--- config.mk ---
export PLATFORM = sky130hd
export DESIGN_NAME = integer_to_ascii_converter_flat
export DESIGN_NICKNAME = d
export VERILOG_FILES = /design/src/hw/rtl/itoa_pkg.sv /design/src/hw/rtl/itoa_ifs.sv /design/src/hw/rtl/integer_to_ascii_converter.sv /design/src/flat_wrapper.sv
export VERILOG_INCLUDE_DIRS = /design/src /design/src/hw/rtl
export SDC_FILE = /design/constraint.sdc
export NUM_CORES = 1
export LEC_CHECK = 0
export ABC_AREA = 0
export ABC_CLOCK_PERIOD_IN_PS = 22000
export BUFFER_PORTS_ARGS = -buffer_cell sky130_fd_sc_hd__buf_2
export CAP_MARGIN = 20
export CORE_UTILIZATION = 50
export CTS_CLUSTER_DIAMETER = 80
export DETAILED_ROUTE_END_ITERATION = 8
export MAX_ROUTING_LAYER = met4
export PLACE_DENSITY = 0.66
export SYNTH_ARGS = -nofsm -noshare
export SYNTH_HDL_FRONTEND = slang
export SYNTH_SLANG_ARGS = --single-unit
--- constraint.sdc ---
create_clock -name clk -period 22 [get_ports clk]
set_input_delay 4.4 -clock clk [delete_from_list [all_inputs] [get_ports clk]]
set_output_delay 4.4 -clock clk [all_outputs]
set_load 0.01 [all_outputs]
--- src/hw/rtl/integer_to_ascii_converter_macros.svh ---
// assertion macros for the integer to ascii converter
`ifndef INTEGER_TO_ASCII_CONVERTER_MACROS_SVH
`define INTEGER_TO_ASCII_CONVERTER_MACROS_SVH

`ifndef NO_ASSERTIONS

`define ITOA_ASSERT_NOW(label, ante, cons) \
  label: assert property (@(posedge clk) disable iff (rst) (ante) |-> (cons)) \
    else $error("itoa assertion failed");

`define ITOA_ASSERT_NEXT(label, ante, cons) \
  label: assert property (@(posedge clk) disable iff (rst) (ante) |=> (cons)) \
    else $error("itoa assertion failed");

`else

`define ITOA_ASSERT_NOW(label, ante, cons)

`define ITOA_ASSERT_NEXT(label, ante, cons)

`endif

`endif

--- src/hw/rtl/itoa_pkg.sv ---
package itoa_pkg;

  localparam logic [6:0] CH_ZERO  = 7'h30;
  localparam logic [6:0] CH_A     = 7'h61;
  localparam logic [6:0] CH_MINUS = 7'h2D;
  localparam logic [3:0] MAX_DEC_DIGIT = 4'd9;
  localparam logic [3:0] DIGIT_TEN = 4'd10;

endpackage

--- src/hw/rtl/itoa_ifs.sv ---
interface itoa_in_if #(
  parameter int W = 32
) ();
  logic                valid;
  logic                ready;
  logic signed [W-1:0] value;
  logic                base_hex;

  modport source (output valid, value, base_hex, input ready);
  modport sink (input valid, value, base_hex, output ready);
endinterface

interface itoa_out_if ();
  logic       valid;
  logic       ready;
  logic [6:0] char_code;
  logic       last;

  modport source (output valid, char_code, last, input ready);
  modport sink (input valid, char_code, last, output ready);
endinterface

--- src/hw/rtl/integer_to_ascii_converter.sv ---
// integer to ascii converter
// item_in carries one signed value of VALUE_WIDTH bits and base_hex (0 decimal, 1 hex).
// char_out carries the text of that value, one ascii character per item, most
// significant first, with last set on the final character. negative values get a
// leading '-' and then the digits of the magnitude, in hex as well; the most negative
// value prints as 2^(VALUE_WIDTH-1). zero prints as a single '0'. hex digits are a-f.
// an item passes a negate register, then (VALUE_WIDTH+3)/4 shift-add-3 stages that
// convert four bits each, then a digit count register, from which the serializer loads it.
// the serializer sends one character per cycle while char_out.ready is high (a value
// has up to 11 characters at the default width); the next value loads in the same
// cycle as the handshake on the last character of the one before, so no gap comes
// between values; new values keep entering the pipeline while the serializer is
// busy, until the pipeline fills.
// when char_out stalls the character on it holds, and once the last pipeline stage
// is full the whole pipeline holds and item_in.ready drops; nothing is lost.
// reset (rst, synchronous) empties the pipeline and the serializer; it takes effect
// at the next clock edge, item_in.ready stays low while rst is high, and no items are
// pending after it.
module integer_to_ascii_converter #(
  parameter int VALUE_WIDTH = 32
) (
  input logic        clk,
  input logic        rst,
  itoa_in_if.sink    item_in,
  itoa_out_if.source char_out
);
  import itoa_pkg::*;

  `include "integer_to_ascii_converter_macros.svh"

  localparam int W    = VALUE_WIDTH;
  localparam int NDIG = (VALUE_WIDTH * 302) / 1000 + 1;
  localparam int DW   = NDIG * 4;
  localparam int IW   = $clog2(NDIG);
  localparam int BPS  = 4;
  localparam int NDD  = (VALUE_WIDTH + BPS - 1) / BPS;

  typedef struct packed {
    logic          neg;
    logic          hex;
    logic [W-1:0]  mag;
    logic [W-1:0]  sh;
    logic [DW-1:0] bcd;
  } cv_t;

  cv_t            cv [NDD+1];
  cv_t            cv_next [NDD+1];
  logic [NDD:0]   cv_vld;
  logic           fin_vld;
  logic           fin_neg;
  logic [DW-1:0]  fin_dig;
  logic [IW-1:0]  fin_top;
  logic [DW-1:0]  fin_dig_next;
  logic [IW-1:0]  fin_top_next;
  logic           busy;
  logic           neg_pend;
  logic [IW-1:0]  idx;
  logic [DW-1:0]  dig;
  logic [3:0]     cur;
  logic           hs;
  logic           done;
  logic           ld;
  logic           en;
  logic [W-1:0]   vu;

  // stage 0: sign and magnitude
  always_comb begin
    vu = W'(item_in.value);
    cv_next[0].neg = vu[W-1];
    cv_next[0].hex = item_in.base_hex;
    cv_next[0].mag = vu[W-1] ? (~vu + 1'b1) : vu;
    cv_next[0].sh  = cv_next[0].mag;
    cv_next[0].bcd = '0;
  end

  // shift-add-3 stages, four bits each
  for (genvar k = 1; k <= NDD; k++) begin : g_dd
    cv_t t;
    always_comb begin
      t = cv[k-1];
      for (int s = 0; s < BPS; s++) begin
        if ((k - 1) * BPS + s < W) begin
          for (int d = 0; d < NDIG; d++) begin
            if (t.bcd[d*4 +: 4] >= 4'd5) begin
              t.bcd[d*4 +: 4] = t.bcd[d*4 +: 4] + 4'd3;
            end
          end
          t.bcd = {t.bcd[DW-2:0], t.sh[W-1]};
          t.sh  = {t.sh[W-2:0], 1'b0};
        end
      end
      cv_next[k] = t;
    end
  end

  // digit select and top digit search
  always_comb begin
    fin_dig_next = cv[NDD].hex ? {{(DW-W){1'b0}}, cv[NDD].mag} : cv[NDD].bcd;
    fin_top_next = '0;
    for (int d = 0; d < NDIG; d++) begin
      if (fin_dig_next[d*4 +: 4] != 4'd0) begin
        fin_top_next = IW'(d);
      end
    end
  end

  assign en            = !fin_vld || ld;
  assign item_in.ready = en && !rst;

  always_ff @(posedge clk) begin
    if (rst) begin
      cv_vld  <= '0;
      fin_vld <= 1'b0;
    end else if (en) begin
      cv_vld  <= {cv_vld[NDD-1:0], item_in.valid};
      fin_vld <= cv_vld[NDD];
    end
  end

  for (genvar k = 0; k <= NDD; k++) begin : g_reg
    always_ff @(posedge clk) begin
      if (en) begin
        cv[k] <= cv_next[k];
      end
    end
  end

  always_ff @(posedge clk) begin
    if (en) begin
      fin_neg <= cv[NDD].neg;
      fin_dig <= fin_dig_next;
      fin_top <= fin_top_next;
    end
  end

  // serializer
  assign cur  = dig[{idx, 2'b00} +: 4];
  assign hs   = busy && char_out.ready;
  assign done = hs && char_out.last;
  assign ld   = fin_vld && (!busy || done);

  assign char_out.valid = busy;
  assign char_out.last  = !neg_pend && (idx == '0);

  always_comb begin
    if (neg_pend) begin
      char_out.char_code = CH_MINUS;
    end else if (cur > MAX_DEC_DIGIT) begin
      char_out.char_code = CH_A + 7'(cur - DIGIT_TEN);
    end else begin
      char_out.char_code = CH_ZERO + 7'(cur);
    end
  end

  always_ff @(posedge clk) begin
    if (rst) begin
      busy     <= 1'b0;
      neg_pend <= 1'b0;
      idx      <= '0;
    end else if (ld) begin
      busy     <= 1'b1;
      neg_pend <= fin_neg;
      idx      <= fin_top;
    end else if (done) begin
      busy <= 1'b0;
    end else if (hs) begin
      if (neg_pend) begin
        neg_pend <= 1'b0;
      end else begin
        idx <= idx - 1'b1;
      end
    end
  end

  always_ff @(posedge clk) begin
    if (ld) begin
      dig <= fin_dig;
    end
  end

  `ITOA_ASSERT_NOW(a_minus_not_last, busy && neg_pend, !char_out.last)
  `ITOA_ASSERT_NOW(a_load_when_free, ld, !busy || done)
  `ITOA_ASSERT_NEXT(a_fin_holds, fin_vld && !ld, fin_vld)
  `ITOA_ASSERT_NEXT(a_idle_after_last, done && !ld, !busy)

endmodule

--- src/flat_wrapper.sv ---
// flat-port wrapper written by rule: the top's interface ports become plain ports
module integer_to_ascii_converter_flat import itoa_pkg::*;
#(
  parameter int VALUE_WIDTH = 32
)
  (clk, rst, item_in_valid, item_in_value, item_in_base_hex, item_in_ready, char_out_valid, char_out_char_code, char_out_last, char_out_ready);
  itoa_in_if #(.W(VALUE_WIDTH)) item_in_i ();
  itoa_out_if char_out_i ();
  input logic clk;
  input logic rst;
  input wire logic [$bits(item_in_i.valid)-1:0] item_in_valid;
  input wire logic [$bits(item_in_i.value)-1:0] item_in_value;
  input wire logic [$bits(item_in_i.base_hex)-1:0] item_in_base_hex;
  output wire logic [$bits(item_in_i.ready)-1:0] item_in_ready;
  output wire logic [$bits(char_out_i.valid)-1:0] char_out_valid;
  output wire logic [$bits(char_out_i.char_code)-1:0] char_out_char_code;
  output wire logic [$bits(char_out_i.last)-1:0] char_out_last;
  input wire logic [$bits(char_out_i.ready)-1:0] char_out_ready;
  assign item_in_i.valid = item_in_valid;
  assign item_in_i.value = item_in_value;
  assign item_in_i.base_hex = item_in_base_hex;
  assign item_in_ready = item_in_i.ready;
  assign char_out_valid = char_out_i.valid;
  assign char_out_char_code = char_out_i.char_code;
  assign char_out_last = char_out_i.last;
  assign char_out_i.ready = char_out_ready;
  integer_to_ascii_converter #(.VALUE_WIDTH(VALUE_WIDTH)) u_core (.clk(clk), .rst(rst), .item_in(item_in_i), .char_out(char_out_i));
endmodule
==> results of run 1 <==
## state kept, by name, summed over array words and instances, names as in the netlist, 4 cells and up
signal          cells
u_core.fin_top      4
u_core.dig         40
u_core.fin_dig     40
u_core.cv         483
u_core.cv_vld       9
u_core.idx          4
## cell usage after synthesis, drive strengths merged (11+ instances only)
master,n,share of area (%)
xnor2,163,4.2
o21ai,311,4.4
o22ai,37,0.65
xor2,31,0.77
nor2,238,2.5
and2,17,0.30
a21o,32,0.68
o221ai,11,0.27
a22o,14,0.35
mux2,92,2.9
o32ai,17,0.56
nand2,210,2.2
o211ai,17,0.40
o21bai,18,0.38
a31o,23,0.57
ha,150,5.3
mux2i,88,2.5
a21oi,325,5.0
edfxtp,568,48
clkbuf,79,0.84
a21boi,23,0.49
inv,201,2.1
or3,18,0.34
buf,16,0.20
nor2b,46,0.81
nor3,50,0.74
nand3,46,0.65
o31ai,22,0.48
a22oi,19,0.40
nor3b,51,1.1
o21a,30,0.63
nand2b,71,1.3
a211oi,42,0.90
dfxtp,16,0.90
a31oi,90,1.7
a221oi,16,0.41
or4,11,0.24
## kinds of logic (layout without fill, tap and decap cells)
family,count (synthesis),in the layout
adders and majority gates,152,152
DFF,584,584
buffers and inverters,297,381
AOI/OAI and AO/OA,1124,1124
muxes,188,188
and+or+nand+nor,810,810
xor gates and xnor gates,194,194
## per-layer routing
metal,share of wire [%],routed length (um)
met5,0,0
met2,51,32200
met1,44,28000
met3,3.5,2220
met4,2.0,1270
## worst max-delay path: cells and delay by family
kind	cells	cell delay [ns]
buffers and inverters	3	0.56
AO/OA/AOI/OAI	2	0.56
## stage by stage
step	hold slack, ns	setup WS [ns]	instance area [um2]	std cells	utilization (%)
after floorplan	0.400	4.89	35500	3349	-
after global placement	0.400	11.91	36600	4245	52.2
after detailed placement	0.405	11.86	36600	4245	52.2
after CTS	0.411	11.84	38700	4366	55.2
after global routing	0.420	12.02	38800	4373	55.3
final	0.411	12.09	38800	4373	55.3
## area by class of cell
type                            instances  area (um2)
Fill cell                            5931       31300
Tap cell                              940        1180
Clock buffer                           81        1780
Inverter                              202         758
Multi-Input combinational cell       2468       17000
Sequential cell                       584       17400
Timing Repair Buffer                   58         365
Clock inverter                         40         383
## final timing paths
kind                          start  cells after the start  slack, ns                 to
setup / recovery     char_out_ready                      5      12.09      item_in_ready
hold / removal    u_core.cv[0][837]                      0       0.41  u_core.cv[0][943]
setup reg to reg      u_core.idx[0]                      7      17.32  u_core.cv[0][725]
hold reg to reg   u_core.cv[0][837]                      0       0.41  u_core.cv[0][943]
## placed cells by master, fill, tap and decap left out, types with 11 or more instances in the layout
master	instances
o22ai_1	37
nor3_1	49
nand2b_1	71
buf_2	46
inv_1	199
a31oi_1	84
nor2b_1	45
nand3_1	46
and2_1	15
a21o_1	32
nor2_1	238
xnor2_1	153
edfxtp_1	568
a21boi_0	20
a221oi_1	15
xor2_1	31
a22o_1	14
a21oi_1	294
mux2_2	92
o211ai_1	16
a21oi_2	29
clkbuf_16	68
o21ai_1	38
o32ai_1	12
dfxtp_1	16
or3_1	16
o221ai_1	11
mux2i_1	88
o21ai_0	270
o21bai_1	18
nand2_1	208
a211oi_1	41
ha_1	150
a22oi_1	19
o21a_1	30
nor3b_1	49
a31o_2	23
o31ai_1	21
==> impl_metrics.py, run 1 <==
metrics = {
    "grt": {
        "grt_busiest_layer": "met2",
        "met2_usage_pct": 31.6,
        "grt_pass1_wl_um": 106000,
        "grt_util_met1_pct": 21.3,
        "grt_max_degree": 197,
        "use_met3_pct": 2.76,
        "grt_overflow": 0,
        "grt_pass1_vias": 23400,
        "grt_usage_pct": 17.9,
        "antenna_found_initial": 0,
    },
    "yosys": {
        "seq_area_frac_synth_pct": 49.0,
        "ys_ff_latch": 584,
        "yosysWarnings": 0,
        "syn-num-nets": 3536,
        "synth_top_family_by_area": "compound AO/OA/AOI/OAI gates",
        "yosys.area_share.simple_pct": 11.3,
        "ys.flop_type": "edfxtp_1",
        "async_flop_share_pct": 0,
        "muxShareOfSynthArea_pct": 5.91,
        "synth_cell_types": 102,
        "synth-compound-area-share_pct": 20.3,
        "avgSynthCellArea_um2": 10.6,
        "synth-xor-area-share_pct": 5.00,
        "synth_enable_flop_cells": 568,
        "synthCells": 3349,
        "syn-cell-area_mm2": 0.0355,
        "synthAdderAreaFrac_pct": 5.35,
    },
    "drt": {
        "drc_errors": 0,
        "num_vias": 25300,
        "wl_per_cell_um": 14.5,
        "wl_um": 63600,
        "drt_iter0_drc": 1773,
        "first_pass_iters": 6,
        "drtAntennaViolNets": 0,
        "vias_per_cell": 5.79,
    },
    "floorplan": {
        "die_h_um": 268,
        "core-area_mm2": 0.0701,
        "chipWidth_um": 268,
        "rows": 97,
        "initial_core_util_pct": 50.6,
        "die_area_mm2": 0.0720,
        "io_pins": 47,
    },
    "cells_and_area": {
        "nNetsFinal": 3568,
        "area_growth_pct": 9.45,
        "drive_gt1_share_pct": 10.9,
        "antennaDiodeCount": 0,
    },
    "clock_tree": {
        "ctsResizeCount": 0,
        "clkLatencyLatePin_ns": 0.61,
        "clock_tree.buffer_depth": 3,
        "cts_max_level": 3,
        "hold_buffers": 0,
        "cts_setup_buffers": 0,
        "cts-root-buf": "clkbuf_16",
        "numCtsBuffers": 67,
        "clock_sinks": 584,
        "cts_tree": "yes",
        "path_clk_slew_ns": 0.05,
    },
    "timing": {
        "min_period_over_period_pct": 45.1,
        "tns_ns": 0,
        "finalHoldViolCount": 0,
        "fmax_ghz": 0.101,
        "setup_viol": 0,
        "post-route-min-period_ns": 9.91,
        "skew_ns": 0.0277,
        "worst_pin_slew_ns": 1.12,
        "relSlewSlack_pct": 24.5,
        "grt_setup_unrepaired": "false",
        "report.final.slew_viol_count": 0,
    },
    "setup_path": {
        "path_common_cell": "buf_2",
        "crit_fanout": 10,
        "start_kind": "input pin",
        "cp_slowest_cell": "a21boi_1",
        "worstPathArrival_ns": 5.51,
        "path_class": "input pin to output port",
        "worstPathCellList": "buf_2 -> a21boi_1 -> buf_4 -> a21oi_1 -> buf_2",
        "required_ns": 17.60,
        "end_kind": "output port",
        "worst_path_largest_cell_delay_ns": 0.48,
    },
    "placement": {
        "gp_congestion": 0.857,
        "hpwl_um": 44400,
        "io_buffers": 46,
    },
    "run_status": {
        "status": "completed",
    },
    "hold_path": {
        "hp-class": "register to register",
    },
    "run": {
        "max_cap_viol_count": 0,
    },
}
Power of run 1 is left out: the tool's default activity adds up to more than one toggle a clock period on the data nets, which glitch-free logic cannot reach.
==> run 2, diff against run 1 <==
--- a/config.mk
+++ b/config.mk
@@ -7,14 +7,14 @@
 export NUM_CORES = 1
 export LEC_CHECK = 0
 export ABC_AREA = 0
-export ABC_CLOCK_PERIOD_IN_PS = 22000
+export ABC_CLOCK_PERIOD_IN_PS = 8300
 export BUFFER_PORTS_ARGS = -buffer_cell sky130_fd_sc_hd__buf_2
 export CAP_MARGIN = 20
 export CORE_UTILIZATION = 50
 export CTS_CLUSTER_DIAMETER = 80
 export DETAILED_ROUTE_END_ITERATION = 8
 export MAX_ROUTING_LAYER = met4
-export PLACE_DENSITY = 0.66
+export PLACE_DENSITY = 0.68
 export SYNTH_ARGS = -nofsm -noshare
 export SYNTH_HDL_FRONTEND = slang
 export SYNTH_SLANG_ARGS = --single-unit
==> constraint.sdc (replaced) <==
create_clock -name clk -period 8.3 [get_ports clk]
set_input_delay 1.66 -clock clk [delete_from_list [all_inputs] [get_ports clk]]
set_output_delay 1.66 -clock clk [all_outputs]
set_load 0.01 [all_outputs]
==> impl_metrics.py, run 2 (synthesis gave the netlist of run 1 again) <==
metrics = {
    "clock_tree": {
        "clock_tree.buffer_depth": 3,
        "cts_tree": "yes",
        "clkLatencyLatePin_ns": 0.62,
        "ctsResizeCount": 0,
        "hold_buffers": 0,
        "cts-root-buf": "clkbuf_16",
        "cts_max_level": 3,
        "numCtsBuffers": 68,
        "cts_setup_buffers": 0,
        "path_clk_slew_ns": 0.06,
        "clock_sinks": 584,
    },
    "timing": {
        "relSlewSlack_pct": 20.4,
        "setup_viol": 0,
        "worst_pin_slew_ns": 1.19,
        "report.final.slew_viol_count": 0,
        "grt_setup_unrepaired": "false",
        "post-route-min-period_ns": 5.43,
        "min_period_over_period_pct": 65.5,
        "tns_ns": 0,
        "hold-worst-slack_ns": 0.409,
        "skew_ns": 0.0174,
        "finalHoldViolCount": 0,
        "fmax_ghz": 0.184,
    },
    "setup_path": {
        "worstPathArrival_ns": 3.77,
        "rr_endpoint": "u_core.cv[0][323]",
        "cp_num_cells": 9,
        "required_ns": 6.64,
        "critPathTopFamily": "compound AO/OA/AOI/OAI gates",
        "path_class": "register to output port",
        "end_kind": "output port",
        "cp.buffers_inverters": 2,
        "start_kind": "register",
        "crit_fanout": 15,
        "r2r-start": "u_core.cv[0][308]",
        "worst_path_largest_cell_delay_ns": 0.84,
        "r2r_slack_ns": 4.14,
        "reg2reg_depth": 15,
        "worstPathCellList": "mux4_2 -> a221oi_1 -> a21o_1 -> ha_1 -> nor2_1 -> o21ai_0 -> inv_1 -> a211oi_1 -> buf_2",
        "cp_slowest_cell": "dfxtp_1",
    },
    "drt": {
        "vias_per_cell": 5.62,
        "wl_um": 60700,
        "drc_errors": 0,
        "num_vias": 24600,
        "first_pass_iters": 6,
        "wl_per_cell_um": 13.9,
        "drt_iter0_drc": 1611,
        "drtAntennaViolNets": 0,
    },
    "placement": {
        "hpwl_um": 40800,
        "io_buffers": 46,
        "place_inst": 4254,
        "gp_congestion": 0.829,
    },
    "cells_and_area": {
        "antennaDiodeCount": 0,
        "regMostFlops": "u_core.cv",
        "largestRegisters": "u_core.cv: 483 flops, u_core.dig: 40 flops, u_core.fin_dig: 40 flops",
        "nNetsFinal": 3573,
        "final_cells": 4379,
        "area_growth_pct": 10.1,
        "layout_commonest_cell": "edfxtp_1",
        "fin_util_pct": 55.7,
        "largest_register_ffs": 483,
        "drive_gt1_share_pct": 11.1,
        "layout_common_cells": "edfxtp_1 (568), a21oi_1 (294), o21ai_0 (270)",
    },
    "run": {
        "max_cap_viol_count": 0,
    },
    "hold_path": {
        "hold_start": "u_core.cv[0][94]",
        "min_to": "u_core.cv[0][200]",
        "hp-class": "register to register",
        "whs_path_depth": 0,
    },
    "floorplan": {
        "die_h_um": 268,
        "die_area_mm2": 0.0720,
        "core-area_mm2": 0.0701,
        "rows": 97,
        "initial_core_util_pct": 50.6,
        "io_pins": 47,
        "chipWidth_um": 268,
    },
    "grt": {
        "grt_pass1_wl_um": 101000,
        "antenna_found_initial": 0,
        "grt_usage_pct": 17.1,
        "grt_max_degree": 191,
        "grt_pass1_vias": 21900,
        "grt_overflow": 0,
    },
    "run_status": {
        "status": "completed",
    },
}
## run 2: changes by cell type in the layout (fill, tap and decap cells not counted), moves of 3 or more
| cell | delta |
|---|---|
| clkinvlp_4 | -5 |
| bufinv_16 | +9 |
| clkbuf_8 | -3 |
| buf_4 | +5 |
| clkinv_2 | +4 |
## run 2: through the flow
step	setup WS (ns)	instance area (um2)
6_report	2.87	39100
5_1_grt	2.47	39100
4_1_cts	2.82	39000
3_3_place_gp	3.57	36700
2_1_floorplan	2.38	35500
3_5_place_dp	3.51	36700
## run 2: cell type report
| class | instances | area (um2) |
|---|---|---|
| Fill cell | 5982 | 31100 |
| Timing Repair Buffer | 62 | 375 |
| Inverter | 202 | 758 |
| Sequential cell | 584 | 17400 |
| Tap cell | 940 | 1180 |
| Clock buffer | 76 | 1730 |
| Clock inverter | 47 | 652 |
| Multi-Input combinational cell | 2468 | 17000 |
## run 2: per-layer routing
metal,vias to the layer above,global-route usage (%),part of all wire (%)
met3,97,2.82,3.3
met4,0,4.39,2.0
met5,-,-,0
met1,11400,22.3,48
li1,12700,-,-
met2,373,27.8,47
## run 2: worst max-delay path by stage
stage	startpoint	slack, ns	endpoint
6_report	u_core.idx[0]	2.87	char_out_char_code[1]
5_1_grt	u_core.idx[0]	2.47	char_out_char_code[1]
4_1_cts	u_core.idx[0]	2.82	char_out_char_code[1]
3_5_place_dp	u_core.idx[0]	3.51	char_out_char_code[1]
3_3_place_gp	u_core.idx[0]	3.57	char_out_char_code[1]
2_1_floorplan	char_out_ready	2.38	u_core.cv[0][100]
Power of run 2 is left out for the same reason.
